### src/sv/sliding_window_start_limiter_top_defines.svh
// Assertion macros for the sliding window start limiter.
// Included by the RTL files that carry concurrent checks; needs clk and rst in scope.
`ifndef SLIDING_WINDOW_START_LIMITER_TOP_DEFINES_SVH
`define SLIDING_WINDOW_START_LIMITER_TOP_DEFINES_SVH

// Same-cycle implication, sampled on clk, off while rst is high
`define SWSL_ASSERT_SAME(label, ante, cons, msg) \
  label: assert property (@(posedge clk) disable iff (rst) (ante) |-> (cons)) \
    else $error(msg);

// Next-cycle implication, sampled on clk, off while rst is high
`define SWSL_ASSERT_NEXT(label, ante, cons, msg) \
  label: assert property (@(posedge clk) disable iff (rst) (ante) |=> (cons)) \
    else $error(msg);

`endif

### src/sv/swsl_pkg.sv
// Shared types and constants of the sliding window start limiter.
// No dependencies; imported by the top level.
package swsl_pkg;

  // Field widths of the request and result
  localparam int unsigned NOW_W    = 32;
  localparam int unsigned WINDOW_W = 20;
  localparam int unsigned BURST_W  = 8;
  localparam int unsigned KEPT_W   = 7;
  localparam int unsigned CFG_IDX_W  = 8;
  localparam int unsigned CFG_DATA_W = 32;
  localparam int unsigned RES_DATA_W = 16;

  // Register reset values
  localparam logic [WINDOW_W-1:0] WINDOW_RESET = 20'd10;
  localparam logic [BURST_W-1:0]  BURST_RESET  = 8'd5;

  // Register indexes
  localparam logic [CFG_IDX_W-1:0] REG_WINDOW = 8'd0;
  localparam logic [CFG_IDX_W-1:0] REG_BURST  = 8'd1;

  // Request kinds
  localparam logic CMD_ATTEMPT = 1'b0;
  localparam logic CMD_CHECK   = 1'b1;

  // Sequencer states
  typedef enum logic [1:0] {
    S_IDLE,
    S_PRUNE,
    S_DECIDE,
    S_RESULT
  } state_t;

endpackage

### src/sv/swsl_ram.sv
// Generic single-write, single-read RAM with a registered read port.
// No dependencies; used for the start time log.
module swsl_ram #(
  parameter int unsigned WIDTH = 32,
  parameter int unsigned DEPTH = 16,
  parameter int unsigned AW    = (DEPTH > 1) ? $clog2(DEPTH) : 1
) (
  input  logic             clk,
  input  logic             wr_en,
  input  logic [AW-1:0]    wr_addr,
  input  logic [WIDTH-1:0] wr_data,
  input  logic             rd_en,
  input  logic [AW-1:0]    rd_addr,
  output logic [WIDTH-1:0] rd_data
);

  logic [WIDTH-1:0] mem [DEPTH];

  // Write port
  always_ff @(posedge clk) begin
    if (wr_en) begin
      mem[wr_addr] <= wr_data;
    end
  end

  // Registered read port
  always_ff @(posedge clk) begin
    if (rd_en) begin
      rd_data <= mem[rd_addr];
    end
  end

endmodule

### src/sv/sliding_window_start_limiter_top.sv
// Sliding window start limiter: request sequencer, log walk and result register.
// Depends on swsl_pkg, swsl_ram and sliding_window_start_limiter_top_defines.svh.
//
// Usage:
//   Requests enter on s_tvalid/s_tready: s_tuser is the command (attempt or check),
//   s_tdata the current time in seconds. One result per request leaves on
//   m_tvalid/m_tready with allowed, limit_hit and the kept count.
//   Registers (window_seconds, burst_limit) are written on cfg_valid/cfg_ready,
//   which is always ready; write them only while no request is in flight.
// Timing:
//   One stored entry is read per cycle; each compare follows its registered read, and
//   kept entries are written back in order. S_DECIDE then decides and appends, and
//   S_RESULT loads the result once the output register is free; the next request is
//   accepted after that. An empty log skips the walk, and a check with limiting off
//   skips both the walk and the decision.
// Reset:
//   rst (synchronous) empties the log, restores window 10 and burst 5, and drops
//   any pending result.
// Stall:
//   A finished result waits in the output register; the next request is still
//   accepted and processed, and only its own result waits for the register.
module sliding_window_start_limiter_top #(
  parameter int unsigned HISTORY_DEPTH = 16
) (
  input  logic                              clk,
  input  logic                              rst,
  // request channel
  input  logic                              s_tvalid,
  output logic                              s_tready,
  input  logic [swsl_pkg::NOW_W-1:0]        s_tdata,   // [31:0] now_seconds
  input  logic                              s_tuser,   // [0] cmd
  // result channel
  output logic                              m_tvalid,
  input  logic                              m_tready,
  output logic [swsl_pkg::RES_DATA_W-1:0]   m_tdata,   // [0] allowed, [1] limit_hit,
                                                       // [8:2] kept_count, [15:9] zero
  // register write channel
  input  logic                              cfg_valid,
  output logic                              cfg_ready,
  input  logic [swsl_pkg::CFG_IDX_W-1:0]    cfg_index,
  input  logic [swsl_pkg::CFG_DATA_W-1:0]   cfg_data
);
  import swsl_pkg::*;

  `include "sliding_window_start_limiter_top_defines.svh"

  localparam int unsigned CW = $clog2(HISTORY_DEPTH + 1);
  localparam int unsigned AW = (HISTORY_DEPTH > 1) ? $clog2(HISTORY_DEPTH) : 1;
  localparam logic [CW-1:0] DEPTH_C = CW'(HISTORY_DEPTH);

  state_t state, state_next;

  logic                 cmd_q;
  logic [NOW_W-1:0]     now_q;
  logic [CW-1:0]        total;
  logic [CW-1:0]        kept;
  logic [CW-1:0]        rd_idx;
  logic                 rd_pend;
  logic [WINDOW_W-1:0]  window_q;
  logic [BURST_W-1:0]   burst_q;

  logic                 accept;
  logic                 bypass;
  logic                 issue;
  logic [NOW_W:0]       diff;
  logic                 keep;
  logic                 hit_now;
  logic                 room;
  logic                 append;
  logic                 out_free;

  logic                 wr_en;
  logic [AW-1:0]        wr_addr;
  logic [NOW_W-1:0]     wr_data;
  logic [NOW_W-1:0]     rd_data;

  // Start time log
  swsl_ram #(
    .WIDTH (NOW_W),
    .DEPTH (HISTORY_DEPTH),
    .AW    (AW)
  ) u_log (
    .clk     (clk),
    .wr_en   (wr_en),
    .wr_addr (wr_addr),
    .wr_data (wr_data),
    .rd_en   (issue),
    .rd_addr (rd_idx[AW-1:0]),
    .rd_data (rd_data)
  );

  // Decisions shared by the state machine and the datapath
  assign accept   = s_tvalid && s_tready;
  assign bypass   = (s_tuser == CMD_CHECK) && (burst_q == '0);
  assign out_free = !m_tvalid || m_tready;
  assign cfg_ready = 1'b1;

  // Signed age of the entry just read: negative or within the window keeps it
  assign diff    = {1'b0, now_q} - {1'b0, rd_data};
  assign keep    = diff[NOW_W] || (diff[NOW_W-1:0] <= {{(NOW_W-WINDOW_W){1'b0}}, window_q});
  assign hit_now = (burst_q != '0) && (32'(kept) >= 32'(burst_q));
  assign room    = kept < DEPTH_C;
  assign append  = (cmd_q == CMD_ATTEMPT) && !hit_now && room;

  // Next state
  always_comb begin
    state_next = state;
    unique case (state)
      S_IDLE: begin
        if (accept) begin
          if (bypass) begin
            state_next = S_RESULT;
          end else if (total == '0) begin
            state_next = S_DECIDE;
          end else begin
            state_next = S_PRUNE;
          end
        end
      end
      S_PRUNE: begin
        if (rd_idx == total && !rd_pend) begin
          state_next = S_DECIDE;
        end
      end
      S_DECIDE: begin
        state_next = S_RESULT;
      end
      S_RESULT: begin
        if (out_free) begin
          state_next = S_IDLE;
        end
      end
      default: begin
        state_next = S_IDLE;
      end
    endcase
  end

  // State outputs: request ready, log reads and writes
  always_comb begin
    s_tready = 1'b0;
    issue    = 1'b0;
    wr_en    = 1'b0;
    wr_addr  = kept[AW-1:0];
    wr_data  = rd_data;
    unique case (state)
      S_IDLE: begin
        s_tready = 1'b1;
      end
      S_PRUNE: begin
        issue = (rd_idx != total);
        wr_en = rd_pend && keep;
      end
      S_DECIDE: begin
        wr_en   = append;
        wr_data = now_q;
      end
      S_RESULT: begin
        s_tready = 1'b0;
      end
      default: begin
        s_tready = 1'b0;
      end
    endcase
  end

  // State register
  always_ff @(posedge clk) begin
    if (rst) begin
      state <= S_IDLE;
    end else begin
      state <= state_next;
    end
  end

  // Restart the walk on a request, walk the log, update the count
  always_ff @(posedge clk) begin
    if (rst) begin
      total   <= '0;
      kept    <= '0;
      rd_idx  <= '0;
      rd_pend <= 1'b0;
    end else begin
      rd_pend <= issue;
      if (state == S_IDLE && accept) begin
        rd_idx <= '0;
        kept   <= bypass ? total : '0;
      end
      if (issue) begin
        rd_idx <= rd_idx + 1'b1;
      end
      if (state == S_PRUNE && rd_pend && keep) begin
        kept <= kept + 1'b1;
      end
      if (state == S_DECIDE) begin
        kept  <= kept + CW'(append);
        total <= kept + CW'(append);
      end
    end
  end

  // Request payload and decision flags
  logic res_allowed;
  logic res_hit;

  always_ff @(posedge clk) begin
    if (state == S_IDLE && accept) begin
      cmd_q       <= s_tuser;
      now_q       <= s_tdata;
      res_allowed <= 1'b1;
      res_hit     <= 1'b0;
    end
    if (state == S_DECIDE) begin
      res_allowed <= !hit_now;
      res_hit     <= hit_now;
    end
  end

  // Result register: load when free, drop when taken
  always_ff @(posedge clk) begin
    if (rst) begin
      m_tvalid <= 1'b0;
    end else if (state == S_RESULT && out_free) begin
      m_tvalid <= 1'b1;
    end else if (m_tready) begin
      m_tvalid <= 1'b0;
    end
  end

  always_ff @(posedge clk) begin
    if (state == S_RESULT && out_free) begin
      m_tdata <= {{(RES_DATA_W-KEPT_W-2){1'b0}}, KEPT_W'(kept), res_hit, res_allowed};
    end
  end

  // Register writes; unknown indexes are dropped
  always_ff @(posedge clk) begin
    if (rst) begin
      window_q <= WINDOW_RESET;
      burst_q  <= BURST_RESET;
    end else if (cfg_valid && cfg_ready) begin
      unique case (cfg_index)
        REG_WINDOW: window_q <= cfg_data[WINDOW_W-1:0];
        REG_BURST:  burst_q  <= cfg_data[BURST_W-1:0];
        default: begin
        end
      endcase
    end
  end

  // Checks
  `SWSL_ASSERT_SAME(a_total_bound, 1'b1, total <= DEPTH_C,
    "stored count exceeds log depth")
  `SWSL_ASSERT_SAME(a_kept_bound, state == S_PRUNE, kept <= rd_idx && rd_idx <= total,
    "compaction pointer ran ahead of the read pointer")
  `SWSL_ASSERT_SAME(a_write_state, wr_en, state == S_PRUNE || state == S_DECIDE,
    "log written outside the walk or the append")
  `SWSL_ASSERT_NEXT(a_bypass, accept && bypass, state == S_RESULT && kept == $past(total),
    "check with limiting off did not skip the walk")
  `SWSL_ASSERT_NEXT(a_pend_walk, issue, state == S_PRUNE && rd_pend,
    "log read issued without a pending compare")

endmodule

### config.mk
export PLATFORM = sky130hd
export DESIGN_NAME = sliding_window_start_limiter_top
export DESIGN_NICKNAME = d
export VERILOG_FILES = /design/src/sv/swsl_pkg.sv /design/src/sv/swsl_ram.sv /design/src/sv/sliding_window_start_limiter_top.sv
export VERILOG_INCLUDE_DIRS = /design/src /design/src/sv
export SDC_FILE = /design/constraint.sdc
export NUM_CORES = 1
export LEC_CHECK = 0
export ABC_AREA = 1
export BUFFER_PORTS_ARGS = -buffer_cell sky130_fd_sc_hd__buf_2
export CORE_AREA = 2 2 236 238
export DETAILED_ROUTE_END_ITERATION = 8
export DIE_AREA = 0 0 238 240
export GPL_TIMING_DRIVEN = 1
export HOLD_SLACK_MARGIN = 0.12
export PLACE_DENSITY = 0.68
export SLEW_MARGIN = 40
export SYNTH_ARGS = -nofsm -noshare
export SYNTH_HDL_FRONTEND = slang
export SYNTH_SLANG_ARGS = --single-unit
### constraint.sdc
create_clock -name clk -period 8.14 [get_ports clk]
set_input_delay 0.814 -clock clk [delete_from_list [all_inputs] [get_ports clk]]
set_output_delay 0.814 -clock clk [all_outputs]
set_load 0.02 [all_outputs]
==> impl_metrics.py <==
metrics = {
    "worst_setup_path": {
        "r2r_cells": 25,
        "path_max_fanout": 17,
        "r2r-end": "u_log.mem[14][24]",
        "arrival_ns": 6.09,
        "rr_startpoint": "now_q[0]",
        "start_kind": "flop",
        "cp.required_ns": 8.42,
        "r2r_slack_ns": 2.33,
        "cp-end-kind": "flop",
        "criticalPathCategory": "reg2reg",
    },
    "job": {
        "cap_violations": 0,
    },
    "finish": {
        "syn_to_final_growth_pct": 12.2,
        "antenna_cells": 0,
        "nNetsFinal": 2667,
        "fin_cells": 3275,
        "layout-drive-gt1-share_pct": 10.2,
    },
    "sta": {
        "skew_ns": 0.0259,
        "fmax_mhz": 172,
        "worstMarginPinSlew_ns": 0.854,
        "final.setup.tns_ns": 0,
        "maxSlewViolCount": 0,
        "period_share_pct": 71.4,
        "hold_violations": 0,
        "max_slew_margin_pct": 43.0,
        "setup_violations": 0,
        "fin_crit_ns": 5.81,
        "rsz0062_at_grt": "false",
    },
    "synthesis": {
        "yosys.area.top_type": "edfxtp_1",
        "syn_area_per_cell_um2": 11.6,
        "syn_inst": 2436,
        "yosys.cell_types.count": 43,
        "yosys_warnings": 0,
        "ys_seq_area_share_pct": 65.7,
        "synth_edf_count": 586,
        "netlist_top_cells_area": "edfxtp_1 (62%), nand2_1 (4.7%), mux2i_1 (4.5%)",
        "ys_async_sr_fraction_pct": 0,
        "synth_top_area_share_pct": 62.3,
        "synth_area_mm2": 0.0282,
        "ys_seq_elements": 633,
        "synthFlopType": "edfxtp_1",
    },
    "place": {
        "hpwlAfterDp_um": 41000,
        "portBuffers": 74,
        "place_inst": 3161,
        "gp_congestion": 0.972,
    },
    "clock_network": {
        "path_clk_slew_ns": 0.06,
        "tritoncts": "done",
        "numCtsBuffers": 61,
        "post-cts-setup-buffers": 0,
        "clockBufferDepth": 3,
        "htree_levels": 2,
        "cts_root_buffer": "clkbuf_16",
        "ctsHoldBuffers": 0,
        "cts.sinks": 633,
        "clkLatencyLatePin_ns": 0.64,
        "cts_resized": 0,
    },
    "power": {
        "p_per_area_mw_per_mm2": 282,
        "p_leak_nw": 11.6,
        "vdd_drop_max_v": 0.000184,
    },
    "global_route": {
        "grt_max_degree": 97,
        "grt_pass1_wl_um": 103000,
        "grtUsageTotal_pct": 23.8,
        "grt_pass1_vias": 17889,
        "overflow": 0,
        "grt_antenna_before_repair": 1,
    },
    "detailed_routing": {
        "drt_iter0_drc": 1659,
        "firstDrtPassIters": 5,
        "drc": 0,
        "viasPerCell": 5.65,
        "postRouteAntennaNets": 0,
        "vias": 18504,
        "post_drt_wl_per_cell_um": 20.7,
        "drt_wl_total_um": 67700,
    },
    "min_path": {
        "hold_depth": 1,
        "min_path_type": "in2reg",
        "min_from": "s_tdata[15]",
        "hold_end": "now_q[15]",
    },
    "die": {
        "dieArea_mm2": 0.0571,
        "die_height_um": 240,
        "start_util_pct": 51.6,
        "core.rowCount": 86,
        "die_w_um": 238,
        "core_area_mm2": 0.0547,
        "io_pins": 97,
    },
    "run_status": {
        "status": "complete, no violations",
    },
}
cells by family (layout without fill, tap and decap cells):
logic type	Yosys count	in the layout	share of synthesized area [%]
buffers and inverters	454	581	6.26
adder cells (fa/ha/maj)	69	69	3.09
multiplexers	128	128	4.54
flip-flops	633	633	65.7
AND/OR/NAND/NOR	543	543	7.93
other	2	10	0.0266
XOR/XNOR	26	26	0.807
AO/OA/AOI/OAI	581	581	11.7
synth_stat cells (2+ instances only):
library cell / n
edfxtp_1: 586
nand2_1: 350
inv_1: 331
o21ai_0: 226
a21oi_1: 205
o211ai_1: 132
mux2i_1: 128
clkbuf_1: 91
nor2_1: 80
nand3_1: 74
ha_1: 68
dfxtp_1: 47
xor2_1: 17
buf_2: 14
buf_4: 10
nor3_1: 10
xnor2_1: 9
buf_1: 6
nand3b_1: 6
nand4_1: 6
a211oi_1: 4
o21bai_1: 4
a31oi_1: 3
nand2_2: 3
and2_1: 2
and3_1: 2
conb_1: 2
nor3b_1: 2
nor4_1: 2
o21a_1: 2
or2_2: 2
per-stage QoR:
| step | power [mW] | area [µm²] | hold slack, ns | setup WS [ns] | utilization [%] |
|---|---|---|---|---|---|
| 2_1_floorplan | 5.43 | 28300 | 0.400 | 2.43 | - |
| 3_3_place_gp | 6.01 | 29600 | 0.411 | 2.36 | 54.1 |
| 5_1_grt | 9.31 | 31700 | 0.329 | 1.96 | 57.9 |
| 6_report | 8.92 | 31700 | 0.349 | 2.33 | 57.9 |
| 3_5_place_dp | 6.08 | 29600 | 0.423 | 2.38 | 54.2 |
| 4_1_cts | 8.94 | 31700 | 0.318 | 2.36 | 57.9 |
final cells by class:
| cell class | count | area [µm²] |
|---|---|---|
| Clock buffer | 78 | 1630 |
| Clock inverter | 36 | 393 |
| Fill cell | 4372 | 23000 |
| Inverter | 332 | 1250 |
| Multi-Input combinational cell | 1357 | 8090 |
| Sequential cell | 633 | 18600 |
| Tap cell | 704 | 881 |
| Timing Repair Buffer | 135 | 880 |
metal layers:
layer / global-route usage (%) / vias up / share of wire, %
met5: 0 / - / 0
met4: 7.58 / 0 / 2.7
met3: 3.18 / 119 / 7.1
met2: 40.0 / 689 / 48
met1: 32.2 / 8957 / 42
li1: - / 8739 / -
power breakdown:
part           switching (mW)  total (mW)  internal, mW
Clock                    1.22        2.88          1.67
Combinational            1.32        1.94         0.615
Sequential             0.0968        4.10          4.00
Total                    2.63        8.92          6.29
how the worst max path moves through the flow:
stage	end	slack, ns	from
4_1_cts	u_log.mem[13][28]	2.36	now_q[0]
2_1_floorplan	u_log.mem[15][0]	2.43	now_q[0]
3_5_place_dp	u_log.mem[14][8]	2.38	now_q[0]
3_3_place_gp	u_log.mem[10][23]	2.36	now_q[0]
5_1_grt	u_log.mem[14][12]	1.96	now_q[0]
6_report	u_log.mem[14][24]	2.33	now_q[0]
registers in the layout, indices dropped and copies added (netlist names):
name / count
rd_idx: 5
u_log.mem: 512
burst_q: 8
total: 5
rd_pend: 1
m_tdata: 7
res_allowed: 1
state: 2
kept: 5
now_q: 32
res_hit: 1
u_log.rd_data: 32
cmd_q: 1
m_tvalid: 1
window_q: 20
critical path, cell delays in order, from the launching register on:
cell and delay [ns]:
edfxtp_1 0.36, inv_1 0.08, ha_1 0.14, inv_1 0.05, fa_1 0.41, nand2_1 0.08
inv_1 0.05, nand2_1 0.06, nand3_1 0.14, nand3_1 0.11, nand3_1 0.22, xor2_1 0.23
ha_1 0.28, nand4_1 0.15, nor3_1 0.30, nand4_1 0.30, nand2_1 0.15, nand2_1 0.07
nor2_1 0.11, nand3_1 0.09, nand2_2 0.22, nand2_4 0.21, a21oi_4 0.20, nand2_1 0.27
nor2_4 0.69, buf_4 0.47
cell usage in the layout, fill, tap and decap left out, types with 4 or more instances in the layout:
master	instances
a21oi_1	205
buf_4	54
o211ai_1	132
xor2_1	17
o21ai_0	224
nand4_1	6
dfxtp_1	43
xnor2_1	9
ha_1	67
clkbuf_16	63
mux2i_1	128
o21bai_1	4
clkinv_2	9
clkinvlp_4	4
nor2_1	65
bufinv_16	8
conb_1	10
edfxtp_1	586
nor3_1	10
nand2_1	350
nand3b_1	6
nor2_4	16
clkinv_1	11
clkbuf_1	15
buf_2	74
inv_1	328
nand3_1	73
buf_6	5
(Power assumes the default switching activity.)
